===== src/rtl/rgbcc_pkg.sv =====
package rgbcc_pkg;

	// Sizes of the pixel stream and of the frame geometry.
	localparam int MAX_WIDTH_DEF = 1024;
	localparam int MAX_HEIGHT = 1024;
	localparam int PIX_W = 8;
	localparam int CHANNELS = 3;
	localparam int TAPS = 3;
	localparam int PIX_MAX = 255;
	localparam int DIM_W = 11;
	localparam int ACC_W = 16;

	// Configuration port layout.
	localparam int CFG_IDX_W = 3;
	localparam int CFG_DATA_W = 24;

	localparam logic [CFG_IDX_W-1:0] REG_KERNEL_TOP = 3'd0;
	localparam logic [CFG_IDX_W-1:0] REG_KERNEL_MID = 3'd1;
	localparam logic [CFG_IDX_W-1:0] REG_KERNEL_BOT = 3'd2;
	localparam logic [CFG_IDX_W-1:0] REG_IMAGE_WIDTH = 3'd3;
	localparam logic [CFG_IDX_W-1:0] REG_IMAGE_HEIGHT = 3'd4;

	localparam logic [DIM_W-1:0] WIDTH_RESET = 11'd1024;
	localparam logic [DIM_W-1:0] HEIGHT_RESET = 11'd600;

	// Item kinds on the pixel channel.
	localparam logic FUNC_PIXEL = 1'b0;
	localparam logic FUNC_DRAIN = 1'b1;

	// One RGB pixel, red in the low byte.
	typedef logic [CHANNELS*PIX_W-1:0] rgb_t;

	// Three kernel rows of three signed coefficients, left column in the low byte.
	typedef logic [TAPS-1:0][TAPS*PIX_W-1:0] kernel_t;

	// 3x3 window: [row][column], row 0 is the row above, column 0 is the left.
	typedef logic [TAPS-1:0][TAPS-1:0][CHANNELS*PIX_W-1:0] window_t;

	// Tap masking and result flags for one window position.
	typedef struct packed {
		logic res;
		logic top_off;
		logic bot_off;
		logic left_off;
		logic right_off;
		logic last;
	} tap_ctl_t;

	// One finished result.
	typedef struct packed {
		logic [PIX_W-1:0] red;
		logic [PIX_W-1:0] green;
		logic [PIX_W-1:0] blue;
		logic frame_last;
	} res_t;

	// Signed coefficient times unsigned pixel, kept modulo 2^16.
	function automatic logic [ACC_W-1:0] mul_tap(input logic [PIX_W-1:0] coef,
		input logic [PIX_W-1:0] pix);
		logic signed [2*PIX_W:0] prod;
		prod = $signed(coef) * $signed({1'b0, pix});
		return prod[ACC_W-1:0];
	endfunction

	// Negative sums go to zero, large ones saturate at full scale.
	function automatic logic [PIX_W-1:0] clamp_pix(input logic [ACC_W-1:0] acc);
		logic [PIX_W-1:0] pix;
		if (acc[ACC_W-1]) begin
			pix = '0;
		end else if (acc[ACC_W-2:PIX_W] != '0) begin
			pix = PIX_MAX[PIX_W-1:0];
		end else begin
			pix = acc[PIX_W-1:0];
		end
		return pix;
	endfunction

endpackage


===== src/rtl/rgbcc_mac.sv =====
module rgbcc_mac import rgbcc_pkg::*; (
	input  logic     clk,
	input  logic     s3_load,
	input  logic     out_load,
	input  window_t  window,
	input  tap_ctl_t ctl,
	input  kernel_t  kernel,
	output res_t     res
);

	logic [CHANNELS-1:0][TAPS*TAPS-1:0][ACC_W-1:0] prod_d;
	logic [CHANNELS-1:0][TAPS*TAPS-1:0][ACC_W-1:0] prod_s3;
	logic                                          last_s3;
	logic [CHANNELS-1:0][ACC_W-1:0]                sum;
	res_t                                          res_q;

	// Stage 3 input: one product per tap and channel, zero for taps off the frame.
	always_comb begin
		for (int ch = 0; ch < CHANNELS; ch++) begin
			for (int i = 0; i < TAPS; i++) begin
				for (int j = 0; j < TAPS; j++) begin
					if ((i == 0 && ctl.top_off) || (i == TAPS-1 && ctl.bot_off) ||
						(j == 0 && ctl.left_off) || (j == TAPS-1 && ctl.right_off)) begin
						prod_d[ch][i*TAPS+j] = '0;
					end else begin
						prod_d[ch][i*TAPS+j] = mul_tap(kernel[i][PIX_W*j +: PIX_W],
							window[i][j][PIX_W*ch +: PIX_W]);
					end
				end
			end
		end
	end

	always_ff @(posedge clk) begin
		if (s3_load) begin
			prod_s3 <= prod_d;
			last_s3 <= ctl.last;
		end
	end

	// Sum of nine products per channel, wrapping at 16 bits.
	always_comb begin
		for (int ch = 0; ch < CHANNELS; ch++) begin
			sum[ch] = (prod_s3[ch][0] + prod_s3[ch][1] + prod_s3[ch][2]) +
				(prod_s3[ch][3] + prod_s3[ch][4] + prod_s3[ch][5]) +
				(prod_s3[ch][6] + prod_s3[ch][7] + prod_s3[ch][8]);
		end
	end

	// Output register.
	always_ff @(posedge clk) begin
		if (out_load) begin
			res_q.red <= clamp_pix(sum[0]);
			res_q.green <= clamp_pix(sum[1]);
			res_q.blue <= clamp_pix(sum[2]);
			res_q.frame_last <= last_s3;
		end
	end

	assign res = res_q;

endmodule


===== config.mk =====
export PLATFORM = sky130hd
export DESIGN_NAME = rgbcc_mac
export DESIGN_NICKNAME = d
export VERILOG_FILES = /design/src/rtl/rgbcc_pkg.sv /design/src/rtl/rgbcc_mac.sv
export SDC_FILE = /design/constraint.sdc
export NUM_CORES = 2
export LEC_CHECK = 0
export BUFFER_PORTS_ARGS = -buffer_cell sky130_fd_sc_hd__buf_4
export CORE_MARGIN = 2
export CORE_UTILIZATION = 65
export DETAILED_ROUTE_END_ITERATION = 6
export HOLD_SLACK_MARGIN = 0.06
export PLACE_DENSITY = 0.87
export SLEW_MARGIN = 20
export SYNTH_ARGS = -nofsm -noshare
export SYNTH_HDL_FRONTEND = slang
export SYNTH_SLANG_ARGS = --single-unit

===== constraint.sdc =====
create_clock -name clk -period 8.7 [get_ports clk]
set_clock_uncertainty 0.15 [all_clocks]
set_input_delay 2.175 -clock clk [delete_from_list [all_inputs] [get_ports clk]]
set_output_delay 2.175 -clock clk [all_outputs]
set_load 0.01 [all_outputs]

==> reports/metrics.yaml <==
hold_buffers: 0
port_buffers: 320
setup_violations: 0
rows: 129
slew_headroom_pct: 26.0
drive_gt1_share_pct: 5.28
synth_ff_type: "edfxtp_1"
holdCritPathClass: "flop to flop"
dieArea_um2: 128000
dr.pass1.iters: 6
synth_cell_types: 68
crit_slowest_cell: "nor3_1"
synth_warnings: 0
synthToLayoutAreaGrowth_pct: 6.98
crit_path_end_kind: "flop"
routed_via_density: 5.84
outcome: "completed"
die_h_um: 358
grt_overflow: 0
fin_crit_sh_pct: 79.1
setup-tns-final_ns: 0
die_w_um: 358
grt_pass1_vias: 63628
avgSynthCellArea_um2: 9.78
grt_pass1_wl_mm: 344
wirelength_mm: 218
yosysSeqAreaShare_pct: 16.9
clk_root_buffer_cell: "clkbuf_16"
rsz0062_at_grt: "no"
yosys_register_bits: 458
cts_htree_levels: 2
cts_buffers: 52
crit_fanout: 18
syn_nets: 11048
worst_pin_slew_ns: 1.11
slew_viol_final: 0
post_cts_buffers: 0
async_flop_share_pct: 0
postRouteAntennaNets: 0
start_util_pct: 65.6
wl_per_cell_um: 21.3
grt_usage_pct: 35.0
grt_max_degree: 174
cp_common_cell: "fa_1"
core_um2: 124000
path_cells: "buf_4, inv_1, buf_4, nor2_1, fa_1, inv_1, fa_1, fa_1, fa_1, inv_1, ha_1, a2111oi_0, o21ai_1, and3_1, nor3_1"
dp_hpwl_mm: 179
clk_pin_slew_worst_paths_ns: 0.07
synth.cell_area_um2: 81400
cts_tree: "built"
final_hold_viol_count: 0
ios: 322
clock_path_buffers: 3
fmax_ghz: 0.145
cap_viol_max_count: 0
start_kind: "input port"
drc_errors: 0
place_congestion: 1.00
via_count: 59619
synth_cells: 8321
crit_type: "input port to flop"
drt_iter0_drc: 5043
max_stage_delay_ns: 0.66
critPathRequiredTime_ns: 8.83
fin_nets: 11246
setup_ws_ns: 1.82
insertion_delay_ns: 0.64
min_period_ns: 6.88
grt_antenna_before_repair: 8
cts.sinks: 458
dp_slack_ns: 1.22
synth_edf_count: 458
cts-resized-gates: 0
crit_arrival_ns: 7.01
path summary, 6_finish.rpt:
path | startpoint | end | slack, ns | cells after the start
max | kernel[55] | prod_s3[109] | 1.82 | 15
min | last_s3 | res[0] | 0.29 | 0
max reg2reg | prod_s3[402] | res[7] | 3.16 | 16
min reg2reg | last_s3 | res[0] | 0.29 | 0
critical path: cells and delay by family:
family          cells  cell delay, ns
fa+ha+maj           5            2.12
simple gates        3            0.95
buf+inv             5            0.94
compound gates      2            0.83
final cells by class:
class                           instances  area [µm²]
Timing Repair Buffer                  331        2520
Clock inverter                         37         450
Multi-Input combinational cell       5966       60500
Fill cell                            8798       36900
Antenna cell                            7        17.5
Sequential cell                       458       13800
Inverter                             1710        6420
Clock buffer                           60        1350
Tap cell                             1637        2050
synthesized netlist by cell type (19+ instances only):
cell	count	area (µm²)
nand3_1	19	95.1
o21ai_0	51	255
nand2_1	682	2560
o21a_1	37	278
xor2_1	99	867
xnor2_1	210	1840
or2_2	21	131
clkbuf_1	175	657
ha_1	1128	14100
inv_1	1703	6390
fa_1	1302	26100
nor2_1	368	1380
a31oi_1	35	219
a211o_1	24	210
nand4_1	22	138
nand2b_1	174	1090
and2_1	960	6010
nor3_1	144	721
edfxtp_1	458	13800
a2111oi_0	25	219
nor2b_1	125	782
a21o_1	97	728
and3_1	41	257
o21ai_1	81	405
a21oi_1	162	811
kinds of logic after synthesis:
kind of cell	after synthesis	synth area share (%)
AOI/OAI and AO/OA	614	4.88
buffers and inverters	1897	8.76
and+or+nand+nor	2598	16.6
adders and majority gates	2430	49.4
DFF	458	16.9
xor gates and xnor gates	309	3.33
muxes	15	0.203
cell usage in the layout (no fill, tap or decap), types with 25 or more instances in the layout:
cell       instances
buf_4            328
inv_1           1703
xor2_1            99
o21a_1            37
o21ai_1           81
nor2b_1          125
edfxtp_1         458
a31oi_1           35
nand2b_1         174
xnor2_1          210
fa_1            1302
a2111oi_0         25
nand2_1          682
nor3_1           144
clkbuf_16         53
and3_1            41
o21ai_0           51
a21o_1            97
ha_1            1128
nor2_1           368
and2_1           960
a21oi_1          162
state kept, by name, summed over array words and instances (netlist names):
| register | cells |
|---|---|
| last_s3 | 1 |
| res | 25 |
| prod_s3 | 432 |
metal layers:
layer,up-vias,track usage (%),part of all wire (%)
met5,-,0,0.037
met4,12,22.4,7.8
met3,643,5.22,8.0
met2,2663,58.6,48
met1,29941,42.6,36
li1,26360,-,-
through the flow:
step | util [%] | hold WS (ns) | instances | cell area [µm²]
floorplan | - | 0.250 | 8321 | 81400
global placement | 68.8 | 0.253 | 10102 | 85200
global route | 70.2 | 0.298 | 10201 | 87000
finish | 70.2 | 0.286 | 10206 | 87100
CTS | 70.2 | 0.292 | 10199 | 87000
detailed placement | 68.8 | 0.277 | 10102 | 85200
Power is not shown: default switching activity piles up to over one toggle a cycle in this logic, so the estimate is an artifact.
