<file path="src/rtl/rgbcc_pkg.sv">
package rgbcc_pkg;

	// Sizes of the pixel stream and of the frame geometry.
	localparam int MAX_WIDTH_DEF = 1024;
	localparam int MAX_HEIGHT = 1024;
	localparam int PIX_W = 8;
	localparam int CHANNELS = 3;
	localparam int TAPS = 3;
	localparam int PIX_MAX = 255;
	localparam int DIM_W = 11;
	localparam int ACC_W = 16;

	// Configuration port layout.
	localparam int CFG_IDX_W = 3;
	localparam int CFG_DATA_W = 24;

	localparam logic [CFG_IDX_W-1:0] REG_KERNEL_TOP = 3'd0;
	localparam logic [CFG_IDX_W-1:0] REG_KERNEL_MID = 3'd1;
	localparam logic [CFG_IDX_W-1:0] REG_KERNEL_BOT = 3'd2;
	localparam logic [CFG_IDX_W-1:0] REG_IMAGE_WIDTH = 3'd3;
	localparam logic [CFG_IDX_W-1:0] REG_IMAGE_HEIGHT = 3'd4;

	localparam logic [DIM_W-1:0] WIDTH_RESET = 11'd1024;
	localparam logic [DIM_W-1:0] HEIGHT_RESET = 11'd600;

	// Item kinds on the pixel channel.
	localparam logic FUNC_PIXEL = 1'b0;
	localparam logic FUNC_DRAIN = 1'b1;

	// One RGB pixel, red in the low byte.
	typedef logic [CHANNELS*PIX_W-1:0] rgb_t;

	// Three kernel rows of three signed coefficients, left column in the low byte.
	typedef logic [TAPS-1:0][TAPS*PIX_W-1:0] kernel_t;

	// 3x3 window: [row][column], row 0 is the row above, column 0 is the left.
	typedef logic [TAPS-1:0][TAPS-1:0][CHANNELS*PIX_W-1:0] window_t;

	// Tap masking and result flags for one window position.
	typedef struct packed {
		logic res;
		logic top_off;
		logic bot_off;
		logic left_off;
		logic right_off;
		logic last;
	} tap_ctl_t;

	// One finished result.
	typedef struct packed {
		logic [PIX_W-1:0] red;
		logic [PIX_W-1:0] green;
		logic [PIX_W-1:0] blue;
		logic frame_last;
	} res_t;

	// Signed coefficient times unsigned pixel, kept modulo 2^16.
	function automatic logic [ACC_W-1:0] mul_tap(input logic [PIX_W-1:0] coef,
		input logic [PIX_W-1:0] pix);
		logic signed [2*PIX_W:0] prod;
		prod = $signed(coef) * $signed({1'b0, pix});
		return prod[ACC_W-1:0];
	endfunction

	// Negative sums go to zero, large ones saturate at full scale.
	function automatic logic [PIX_W-1:0] clamp_pix(input logic [ACC_W-1:0] acc);
		logic [PIX_W-1:0] pix;
		if (acc[ACC_W-1]) begin
			pix = '0;
		end else if (acc[ACC_W-2:PIX_W] != '0) begin
			pix = PIX_MAX[PIX_W-1:0];
		end else begin
			pix = acc[PIX_W-1:0];
		end
		return pix;
	endfunction

endpackage

</file>
<file path="src/rtl/rgbcc_ifs.sv">


// Configuration write channel.
interface rgbcc_cfg_if import rgbcc_pkg::*; ();
	logic valid;
	logic ready;
	logic [CFG_IDX_W-1:0] index;
	logic [CFG_DATA_W-1:0] data;

	modport source(output valid, index, data, input ready);
	modport sink(input valid, index, data, output ready);
endinterface

</file>
<file path="src/rtl/rgbcc_pos.sv">
module rgbcc_pos import rgbcc_pkg::*; #(
	parameter int MAX_WIDTH = MAX_WIDTH_DEF
) (
	input  logic                         clk,
	input  logic                         arst_n,
	rgbcc_cfg_if.sink                    cfg,
	input  logic                         accept,
	output kernel_t                      kernel,
	output logic [$clog2(MAX_WIDTH)-1:0] col,
	output logic [$clog2(MAX_WIDTH):0]   w_eff,
	output logic [DIM_W-1:0]             row,
	output logic [DIM_W-1:0]             h_eff,
	output tap_ctl_t                     ctl
);

	localparam int CW = $clog2(MAX_WIDTH);

	kernel_t          kernel_q;
	logic [DIM_W-1:0] width_q;
	logic [DIM_W-1:0] height_q;
	logic [CW-1:0]    col_q;
	logic [DIM_W-1:0] row_q;
	logic [CW:0]      col_inc;
	logic [DIM_W:0]   h_plus1;
	logic             cfg_write;

	assign cfg.ready = 1'b1;
	assign cfg_write = cfg.valid;

	// Frame size clamped into the supported range.
	always_comb begin
		if (width_q == '0) begin
			w_eff = (CW+1)'(1);
		end else if (32'(width_q) > 32'(MAX_WIDTH)) begin
			w_eff = (CW+1)'(MAX_WIDTH);
		end else begin
			w_eff = (CW+1)'(width_q);
		end
		if (height_q == '0) begin
			h_eff = DIM_W'(1);
		end else if (height_q > DIM_W'(MAX_HEIGHT)) begin
			h_eff = DIM_W'(MAX_HEIGHT);
		end else begin
			h_eff = height_q;
		end
	end

	assign h_plus1 = {1'b0, h_eff} + (DIM_W+1)'(1);
	assign col_inc = {1'b0, col_q} + (CW+1)'(1);

	// Centre position of the window and the taps that fall outside the frame.
	// At column zero the centre is the last pixel of the row before the previous one.
	always_comb begin
		ctl = '0;
		if (col_q != '0) begin
			ctl.res = (row_q != '0) && (row_q <= h_eff);
			ctl.left_off = (col_q == CW'(1));
			ctl.right_off = 1'b0;
			ctl.top_off = (row_q == DIM_W'(1));
			ctl.bot_off = (row_q == h_eff);
			ctl.last = 1'b0;
		end else begin
			ctl.res = (row_q >= DIM_W'(2)) && ({1'b0, row_q} <= h_plus1);
			ctl.left_off = (w_eff == (CW+1)'(1));
			ctl.right_off = 1'b1;
			ctl.top_off = (row_q == DIM_W'(2));
			ctl.bot_off = ({1'b0, row_q} == h_plus1);
			ctl.last = ctl.res && ctl.bot_off;
		end
	end

	// Configuration registers; a size write restarts the frame.
	always_ff @(posedge clk or negedge arst_n) begin
		if (!arst_n) begin
			kernel_q <= '0;
			width_q <= WIDTH_RESET;
			height_q <= HEIGHT_RESET;
		end else if (cfg_write) begin
			unique case (cfg.index)
				REG_KERNEL_TOP: kernel_q[0] <= cfg.data;
				REG_KERNEL_MID: kernel_q[1] <= cfg.data;
				REG_KERNEL_BOT: kernel_q[2] <= cfg.data;
				REG_IMAGE_WIDTH: width_q <= cfg.data[DIM_W-1:0];
				REG_IMAGE_HEIGHT: height_q <= cfg.data[DIM_W-1:0];
				default: ;
			endcase
		end
	end

	// Raster position of the next item.
	always_ff @(posedge clk or negedge arst_n) begin
		if (!arst_n) begin
			col_q <= '0;
			row_q <= '0;
		end else if (cfg_write && (cfg.index == REG_IMAGE_WIDTH ||
			cfg.index == REG_IMAGE_HEIGHT)) begin
			col_q <= '0;
			row_q <= '0;
		end else if (accept) begin
			if (ctl.last) begin
				col_q <= '0;
				row_q <= '0;
			end else if (col_inc >= w_eff) begin
				col_q <= '0;
				row_q <= row_q + DIM_W'(1);
			end else begin
				col_q <= col_inc[CW-1:0];
			end
		end
	end

	assign kernel = kernel_q;
	assign col = col_q;
	assign row = row_q;

endmodule

</file>
<file path="src/flat_wrapper.sv">
// flat-port wrapper written by rule: the top's interface ports become plain ports
module rgbcc_pos_flat import rgbcc_pkg::*;
#(
	parameter int MAX_WIDTH = MAX_WIDTH_DEF
)
  (clk, arst_n, accept, kernel, col, w_eff, row, h_eff, ctl, cfg_valid, cfg_index, cfg_data, cfg_ready);
  rgbcc_cfg_if cfg_i ();
  input  logic clk;
  input  logic arst_n;
  input  logic accept;
  output kernel_t kernel;
  output logic [$clog2(MAX_WIDTH)-1:0] col;
  output logic [$clog2(MAX_WIDTH):0] w_eff;
  output logic [DIM_W-1:0] row;
  output logic [DIM_W-1:0] h_eff;
  output tap_ctl_t ctl;
  input wire logic [$bits(cfg_i.valid)-1:0] cfg_valid;
  input wire logic [$bits(cfg_i.index)-1:0] cfg_index;
  input wire logic [$bits(cfg_i.data)-1:0] cfg_data;
  output wire logic [$bits(cfg_i.ready)-1:0] cfg_ready;
  assign cfg_i.valid = cfg_valid;
  assign cfg_i.index = cfg_index;
  assign cfg_i.data = cfg_data;
  assign cfg_ready = cfg_i.ready;
  rgbcc_pos #(.MAX_WIDTH(MAX_WIDTH)) u_core (.clk(clk), .arst_n(arst_n), .cfg(cfg_i), .accept(accept), .kernel(kernel), .col(col), .w_eff(w_eff), .row(row), .h_eff(h_eff), .ctl(ctl));
endmodule
</file>
<file path="config.mk">
export PLATFORM = sky130hd
export DESIGN_NAME = rgbcc_pos_flat
export DESIGN_NICKNAME = d
export VERILOG_FILES = /design/src/rtl/rgbcc_pkg.sv /design/src/rtl/rgbcc_ifs.sv /design/src/rtl/rgbcc_pos.sv /design/src/flat_wrapper.sv
export SDC_FILE = /design/constraint.sdc
export NUM_CORES = 1
export LEC_CHECK = 0
export BUFFER_PORTS_ARGS = -buffer_cell sky130_fd_sc_hd__buf_2
export CAP_MARGIN = 20
export CORE_ASPECT_RATIO = 0.5
export CORE_MARGIN = 3
export CORE_UTILIZATION = 40
export DETAILED_ROUTE_END_ITERATION = 7
export PLACE_DENSITY = 0.73
export SLEW_MARGIN = 10
export SYNTH_ARGS = -nofsm -noshare
export SYNTH_HDL_FRONTEND = slang
export SYNTH_SLANG_ARGS = --single-unit
</file>
<file path="constraint.sdc">
create_clock -name clk -period 3.1 [get_ports clk]
set_input_delay 0.31 -clock clk [delete_from_list [all_inputs] [get_ports clk]]
set_output_delay 0.31 -clock clk [all_outputs]
set_load 0.05 [all_outputs]
</file>
==> impl_metrics.json, run 1 <==
{
  "worst_r2r_startpoint": "u_core.height_q[1]$_DFFE_PN0P_",
  "synth_area_leaders": "dfrtp_1 (45%), mux2_2 (17%), ha_1 (8.1%)",
  "p_leak_uw": 0.00416,
  "cp_slowest_cell": "dfrtp_1",
  "clock-sinks": 115,
  "antenna_found_initial": 0,
  "grt_pass1_vias": 5368,
  "dp_hpwl_mm": 12.3,
  "yosys.area.top_type": "dfrtp_1",
  "drive_above_1_share_pct": 50.0,
  "ios": 153,
  "drt_iter0_markers": 269,
  "worstHoldPathType": "input port to flop",
  "clock.fmax_mhz": 263,
  "path_buf_inv": 2,
  "ant_nets": 0,
  "vias": 5169,
  "nets": 824,
  "yosys_most_used_dff": "dfrtp_1",
  "pre_cts_slack_ns": -0.454,
  "worst_r2r_endpoint": "u_core.col[4]$_DFFE_PN0P_",
  "track_usage_pct": 20.6,
  "ys_seq_area_share_pct": 46.9,
  "setup_viol": 24,
  "core_sq_mm": 0.0147,
  "portBuffers": 151,
  "firstDrtPassIters": 6,
  "cts_tree": "done",
  "power.density_mw_per_mm2": 899,
  "fin_crit_sh_pct": 123,
  "worstPathCellList": "nor4_2 -> nand4_1 -> a21oi_4 -> ha_4 -> nand3_4 -> buf_6 -> xnor2_2 -> nand2_2 -> ha_4 -> and3_4 -> a221oi_2 -> a21oi_1 -> o31a_1 -> o32ai_4 -> buf_6",
  "violations": "negative setup slack",
  "diodes": 0,
  "cts.htree.levels": 4,
  "reg2regPathDepth": 18,
  "end_kind": "output pin",
  "synth-edff-count": 0,
  "arrival_ns": 3.50,
  "maxCapViolations": 0,
  "post-route-drc-count": 0,
  "cp_max_fo": 2,
  "fin_util_pct": 57.4,
  "synthesis.nets": 619,
  "routabilityCongestion": 0.877,
  "critPathTopFamily": "compound AO/OA/AOI/OAI gates",
  "cts_made_buffers": 17,
  "hold_viol_final": 0,
  "synth_cell_type_count": 65,
  "num_rows": 31,
  "yosysWarnings": 0,
  "finalClockSkew_ns": 0.00956,
  "insertion_delay_ns": 0.40,
  "die_h_um": 93.7,
  "netlist.area_leader.share_pct": 44.7,
  "chipWidth_um": 181,
  "overflow": 0,
  "grt_setup_unrepaired": "true",
  "grt_max_degree": 94,
  "drv_slew": 0,
  "postSynthCellCount": 548,
  "startpoint_type": "flop",
  "min_to": "u_core.kernel[62]$_DFFE_PN0P_",
  "status": "finished, violations left",
  "multi_input_area_sq_mm": 0.00329,
  "totalWireLength_mm": 17.4,
  "dieArea_sq_mm": 0.0170,
  "path_clk_slew_ns": 0.06,
  "fill_cells": 1231,
  "path_class": "flop to output pin",
  "start_util_pct": 41.7,
  "routed_via_density": 5.36,
  "wl_per_cell_um": 18.0,
  "holdPathStages": 2,
  "setup_ws_ns": -0.709,
  "grt_pass1_wl_mm": 28.1,
  "peakVddDrop_mv": 0.467,
  "relSlewSlack_pct": 36.5,
  "finalCriticalPeriod_ns": 3.81,
  "required_ns": 2.79,
  "rrSetupSlack_ns": -0.43,
  "cts_root_buf": "clkbuf_16",
  "yosys_register_bits": 115,
  "ctsLongestPathBuffers": 2,
  "holdCritStartpoint": "cfg_data[14]",
  "cp_slowest_stage_delay_ns": 0.38,
  "area_growth_pct": 37.5,
  "ys_async_sr_fraction_pct": 100,
  "tightest_slew_ns": 0.948,
  "synth_area_sq_mm": 0.00615,
  "syn_area_per_cell_sq_um": 11.2,
  "seq_area_sq_mm": 0.00289
}
cell usage after synthesis, types with 7 or more instances:
master    instances
nand2_1          46
nor2b_1           8
inv_1            33
nor4_1            8
nand3_1          14
xnor2_1           9
clkbuf_1         18
ha_1             40
o31ai_1           7
nor3_1            9
mux2_2           91
nor2_1           18
dfrtp_1         110
a31oi_1           8
a21oi_1          18
nand4_1          11
o21ai_0          13
worst reg2reg max path, stage by stage (launching register included):
cell and delay (ns):
dfrtp_1 0.38, nor4_2 0.26, nand4_1 0.20, a21oi_4 0.21, ha_4 0.17, nand3_4 0.10
buf_6 0.14, nor2_4 0.10, nand2_1 0.07, xnor2_1 0.13, ha_1 0.30, nand4_1 0.12
or3_4 0.40, buf_4 0.15, o21ai_4 0.15, buf_12 0.14, buf_6 0.10, o31ai_1 0.06
a22o_1 0.22
flip-flops by register name, indices dropped and copies added (netlist names):
signal           flops
u_core.kernel       72
u_core.height_q     11
u_core.row          11
u_core.col          10
u_core.width_q      11
per-layer routing:
layer / up-vias / GRT usage (%) / share of wire [%]
met5: - / 0 / 0
met4: 0 / 7.28 / 1.8
met3: 31 / 4.76 / 6.0
met2: 160 / 35.9 / 50
met1: 2583 / 25.5 / 42
li1: 2395 / - / -
power breakdown:
group | switching (uW) | internal [uW]
clock network | 782 | 1370
registers | 276 | 1840
logic | 2280 | 1060
total | 3340 | 4260
per-stage QoR:
stage / hold WS [ns] / total power [uW] / instances / setup TNS [ns] / instance area [sq um]
final: 0.161 / 7600 / 964 / -8.21 / 8460
after global routing: 0.154 / 7960 / 964 / -13.27 / 8460
after CTS: 0.149 / 7600 / 962 / -9.00 / 8420
after detailed placement: 0.245 / 5330 / 923 / -7.16 / 7570
after global placement: 0.240 / 5260 / 923 / -4.98 / 7570
after floorplan: 0.0144 / 4420 / 548 / -5.95 / 6270
worst max-delay path by stage:
stage | from | end | slack (ns) | cells past startpoint
2_1_floorplan | u_core.height_q[3]$_DFFE_PN1P_ | ctl[5] | -0.52 | 13
3_3_place_gp | u_core.height_q[1]$_DFFE_PN0P_ | ctl[5] | -0.39 | 14
3_5_place_dp | u_core.height_q[1]$_DFFE_PN0P_ | ctl[5] | -0.45 | 14
4_1_cts | u_core.height_q[1]$_DFFE_PN0P_ | ctl[5] | -0.71 | 15
5_1_grt | u_core.height_q[1]$_DFFE_PN0P_ | ctl[5] | -0.88 | 15
6_report | u_core.height_q[1]$_DFFE_PN0P_ | ctl[5] | -0.71 | 15
logic make-up (layout without fill, tap and decap cells):
group / Yosys count / in the layout / share of synthesized area (%)
buffers and inverters: 57 / 275 / 3.74
other: 1 / 1 / 0.0610
multiplexers: 92 / 92 / 16.8
AO/OA/AOI/OAI: 84 / 84 / 9.76
XOR/XNOR: 15 / 15 / 2.14
AND/OR/NAND/NOR: 144 / 144 / 12.5
adder cells (fa/ha/maj): 40 / 40 / 8.14
flip-flops: 115 / 115 / 46.9
cell usage in the layout (no fill, tap or decap), types with 5 or more instances in the layout:
cell type  Yosys  routed
dfrtp_1      110     107
a31oi_1        8       8
nor3_1         9       6
buf_6          1       8
a21oi_1       18      16
nor2b_1        8       7
inv_1         33      33
ha_1          40      37
buf_4          2      49
dfstp_2        5       5
o21a_1         5       5
nand3_1       14      13
xnor2_1        9       8
nand4_1       11      11
and3_1         6       5
xor2_1         6       6
buf_2          0     147
o21ai_0       13      11
clkbuf_16      0      17
o31ai_1        7       5
nand2_1       46      42
nor2_1        18      15
a21o_1         6       6
mux2_2        91      90
layout make-up:
class	count	area share, %
Sequential cell	115	34.1
Multi-Input combinational cell	376	38.9
Clock inverter	15	2.60
Tap cell	198	2.93
Timing Repair Buffer	208	14.9
Inverter	35	1.55
Clock buffer	17	5.03
what timing repair did:
action / CTS / global route
setup endpoints to repair: 24 / 24
pin swaps: 26 / 10
resized for setup: 32 / 4
buffers inserted: 6 / 2
endpoints found under the hold margin: 22 / 0
hold buffers: 1 / 0
Power figures use the tool's default switching activity.
==> run 2, diff against run 1 <==
--- a/config.mk
+++ b/config.mk
@@ -5,11 +5,13 @@
 export SDC_FILE = /design/constraint.sdc
 export NUM_CORES = 1
 export LEC_CHECK = 0
+export ABC_AREA = 1
 export BUFFER_PORTS_ARGS = -buffer_cell sky130_fd_sc_hd__buf_2
 export CAP_MARGIN = 20
 export CORE_ASPECT_RATIO = 0.5
 export CORE_MARGIN = 3
 export CORE_UTILIZATION = 40
+export CTS_CLUSTER_SIZE = 10
 export DETAILED_ROUTE_END_ITERATION = 7
 export PLACE_DENSITY = 0.73
 export SLEW_MARGIN = 10
==> run 2 against run 1 <==
  * The flow still finishes with violations (negative setup slack)
  * Sequential share of layout area is 1.0 points higher
  * First-iteration DRC count up 22%
  * Clock skew fell by 0.0030 ns
  * Routed wire length down 3.4%
  * Worst hold slack better by 0.0060 ns
  * Die area is 1.6% higher
  * Largest power group unchanged
==> impl_metrics.json, run 2 <==
{
  "status": "finished, violations left",
  "violations": "negative setup slack",
  "multi_input_area_sq_mm": 0.00301,
  "grt_pass1_wl_mm": 27.4,
  "synthesis.nets": 849,
  "pre_cts_slack_ns": -0.146,
  "routed_via_density": 4.89,
  "syn_area_per_cell_sq_um": 8.04,
  "p_total_uw": 7160,
  "overflow": 0,
  "ios": 153,
  "required_ns": 2.79,
  "relSlewSlack_pct": 42.5,
  "track_usage_pct": 19.6,
  "maxCapViolations": 0,
  "met3WireLength_um": 894,
  "grt_pass1_vias": 5639,
  "combPwrFrac_pct": 44.3,
  "rrSetupSlack_ns": -0.10,
  "worstHoldPathType": "input port to flop",
  "worst_r2r_startpoint": "u_core.height_q[9]$_DFFE_PN1P_",
  "min_to": "u_core.height_q[3]$_DFFE_PN1P_",
  "routabilityCongestion": 0.904,
  "fin_crit_sh_pct": 113,
  "drt_iter0_markers": 328,
  "worst_path_most_repeated_cell": "nor2_2",
  "grt_max_degree": 55,
  "antenna_found_initial": 0,
  "path_buf_inv": 6,
  "finalClockSkew_ns": 0.00653,
  "cts.htree.levels": 4,
  "totalWireLength_mm": 16.8,
  "nets": 1026,
  "cts_made_buffers": 17,
  "post-route-drc-count": 0,
  "path_class": "flop to output pin",
  "num_rows": 31,
  "ys_async_sr_fraction_pct": 100,
  "netSwitchingFraction_pct": 46.0,
  "synth-edff-count": 0,
  "grt_setup_unrepaired": "true",
  "core_sq_mm": 0.0149,
  "fin_util_pct": 55.1,
  "ys_top_cells_by_count": "nand2_1 (193), dfrtp_1 (110), o21ai_0 (109), inv_1 (96), nor2_1 (64)",
  "peakVddDrop_mv": 0.461,
  "tightest_slew_ns": 0.861,
  "top_layer_used": "met4",
  "die_h_um": 94.4,
  "final_common_cell": "nand2_1",
  "synth_cell_type_count": 38,
  "vias": 5702,
  "most-common-layout-cells": "nand2_1 (187), buf_2 (147), dfrtp_1 (110), o21ai_0 (104), inv_1 (92)",
  "critPathTopFamily": "simple AND/OR/NAND/NOR gates",
  "drv_slew": 0,
  "netlist.area_leader.share_pct": 44.0,
  "dp_hpwl_mm": 12.4,
  "synth_area_sq_mm": 0.00626,
  "area_growth_pct": 31.2,
  "p_int_uw": 3860,
  "seq_area_sq_mm": 0.00288,
  "end_kind": "output pin",
  "seq_power_share_pct": 28.1,
  "largest_register_ffs": 72,
  "m1WireLength_mm": 7.71,
  "yosys_most_used_dff": "dfrtp_1",
  "dieArea_sq_mm": 0.0173,
  "clock.fmax_mhz": 285,
  "yosys_register_bits": 115,
  "arrival_ns": 3.19,
  "ys_seq_area_share_pct": 46.1,
  "drive_above_1_share_pct": 27.9,
  "clock-sinks": 115,
  "setup_ws_ns": -0.403,
  "start_util_pct": 42.0,
  "worstPathCellList": "nor2_2 -> nand4_1 -> nor2_2 -> nor2_2 -> inv_2 -> nand2_2 -> clkinvlp_4 -> ha_4 -> buf_4 -> buf_4 -> xor2_1 -> ha_1 -> nand2_1 -> inv_1 -> o21ai_0 -> a21oi_2 -> nor2_1 -> nand3_1 -> nand3_4 -> buf_8",
  "worst_r2r_endpoint": "u_core.row[10]$_DFFE_PN0P_",
  "finalCriticalPeriod_ns": 3.50,
  "p_leak_uw": 0.00446,
  "cts_root_buf": "clkbuf_16",
  "cts_tree": "done",
  "power.density_mw_per_mm2": 872,
  "ant_nets": 0,
  "setup_viol": 22,
  "power_frac_clock_pct": 27.5,
  "cp_slowest_cell": "dfstp_2",
  "portBuffers": 151,
  "startpoint_type": "flop",
  "cp_slowest_stage_delay_ns": 0.54,
  "holdPathStages": 3,
  "holdCritStartpoint": "cfg_data[3]",
  "wl_met2_mm": 7.98,
  "p_sw_uw": 3300,
  "postSynthCellCount": 778,
  "yosysWarnings": 0,
  "wl_per_cell_um": 14.4,
  "yosysMostFrequentCell": "nand2_1",
  "diodes": 0,
  "insertion_delay_ns": 0.40,
  "hold_viol_final": 0,
  "reg2regPathDepth": 25,
  "chipWidth_um": 183,
  "fill_cells": 1370,
  "yosys.area.top_type": "dfrtp_1",
  "synth_area_leaders": "dfrtp_1 (44%), nand2_1 (12%), o21ai_0 (8.7%)",
  "cp_max_fo": 2,
  "path_clk_slew_ns": 0.06,
  "firstDrtPassIters": 5,
  "ctsLongestPathBuffers": 2
}
[run 2: cell types whose count changed in the layout (fill, tap and decap cells not counted), moves of 8 or more]
cell and delta:
mux2_2 -90, inv_1 +59, a31oi_1 -8, xor2_1 +11
o21ai_1 +8, nor2_1 +42, buf_4 -20, inv_2 +9
nand2_1 +145, o21ai_0 +93, nand3_1 +22
[run 2: power by group through the flow]
stage	Clock, uW	Combinational [uW]	Sequential (uW)
5_1_grt	2080	3430	2050
4_1_cts	2000	3130	2010
2_1_floorplan	0	1450	2770
3_5_place_dp	0	3030	2030
3_3_place_gp	0	2970	2020
6_report	1970	3170	2010
[run 2: worst max-delay path by stage]
stage / start / end / slack [ns] / depth (start not counted)
after global routing: u_core.height_q[4]$_DFFE_PN1P_ / ctl[5] / -0.60 / 20
after global placement: u_core.height_q[7]$_DFFE_PN0P_ / ctl[0] / -0.05 / 21
final: u_core.height_q[9]$_DFFE_PN1P_ / ctl[5] / -0.40 / 20
after CTS: u_core.height_q[8]$_DFFE_PN0P_ / ctl[0] / -0.38 / 20
after detailed placement: u_core.height_q[9]$_DFFE_PN1P_ / ctl[0] / -0.15 / 21
after floorplan: u_core.height_q[6]$_DFFE_PN1P_ / u_core.row[1]$_DFFE_PN0P_ / -0.28 / 25
[run 2: through the flow]
step | hold WS [ns] | area [sq um] | setup TNS, ns | std cells
2_1_floorplan | 0.0144 | 6310 | -4.20 | 778
6_report | 0.167 | 8210 | -2.18 | 1165
4_1_cts | 0.161 | 8140 | -2.90 | 1162
3_3_place_gp | 0.394 | 7450 | -0.0895 | 1128
3_5_place_dp | 0.397 | 7450 | -1.21 | 1128
5_1_grt | 0.169 | 8210 | -7.76 | 1165
[run 2: timing repair]
action | CTS | global route
pin swaps | 17 | 15
resized for setup | 16 | 14
setup endpoints to repair | 15 | 24
cloned | 0 | 0
hold buffers | 1 | 0
buffers inserted | 2 | 3
hold endpoints to repair | 53 | 0
[run 2: routing by layer]
layer / vias up / GRT usage (%)
li1: 2840 / -
met1: 2692 / 25.1
met2: 152 / 33.4
met3: 18 / 5.46
met4: 0 / 4.56
met5: - / 0
[run 2: cell type report]
cell class                 count  area share (%)
tap                          198            3.02
clock inverter                14            2.06
inverter                     105            4.98
clock buffer                  17            5.18
timing repair buffer         183            13.0
sequential                   115            35.1
multi-input combinational    533            36.6
[run 2: logic make-up after synthesis]
| family | after synthesis | share of synthesized area [%] |
|---|---|---|
| compound gates | 134 | 10.9 |
| xor+xnor | 20 | 2.80 |
| fa+ha+maj | 40 | 8.00 |
| buf+inv | 130 | 8.22 |
| flops | 115 | 46.1 |
| other cells | 1 | 0.0599 |
| simple gates | 338 | 23.9 |
[run 2: worst register-to-register path: stages, from the launching register on]
cell and delay, ns:
dfstp_2 0.54, nor2_2 0.04, nand4_1 0.10, nor2_2 0.06, nor2_2 0.15, inv_2 0.07, nand2_2 0.09, clkinvlp_4 0.11
ha_4 0.18, nand3_4 0.09, nor2_4 0.04, nand2_2 0.07, xnor2_1 0.08, ha_1 0.28, nand2_1 0.06, nor2_1 0.15
nand2_2 0.10, nor2_4 0.14, nand3_4 0.11, buf_4 0.18, nand2_8 0.10, inv_8 0.05, nand2_8 0.09, buf_12 0.11
nand3_1 0.06, nand2_1 0.10
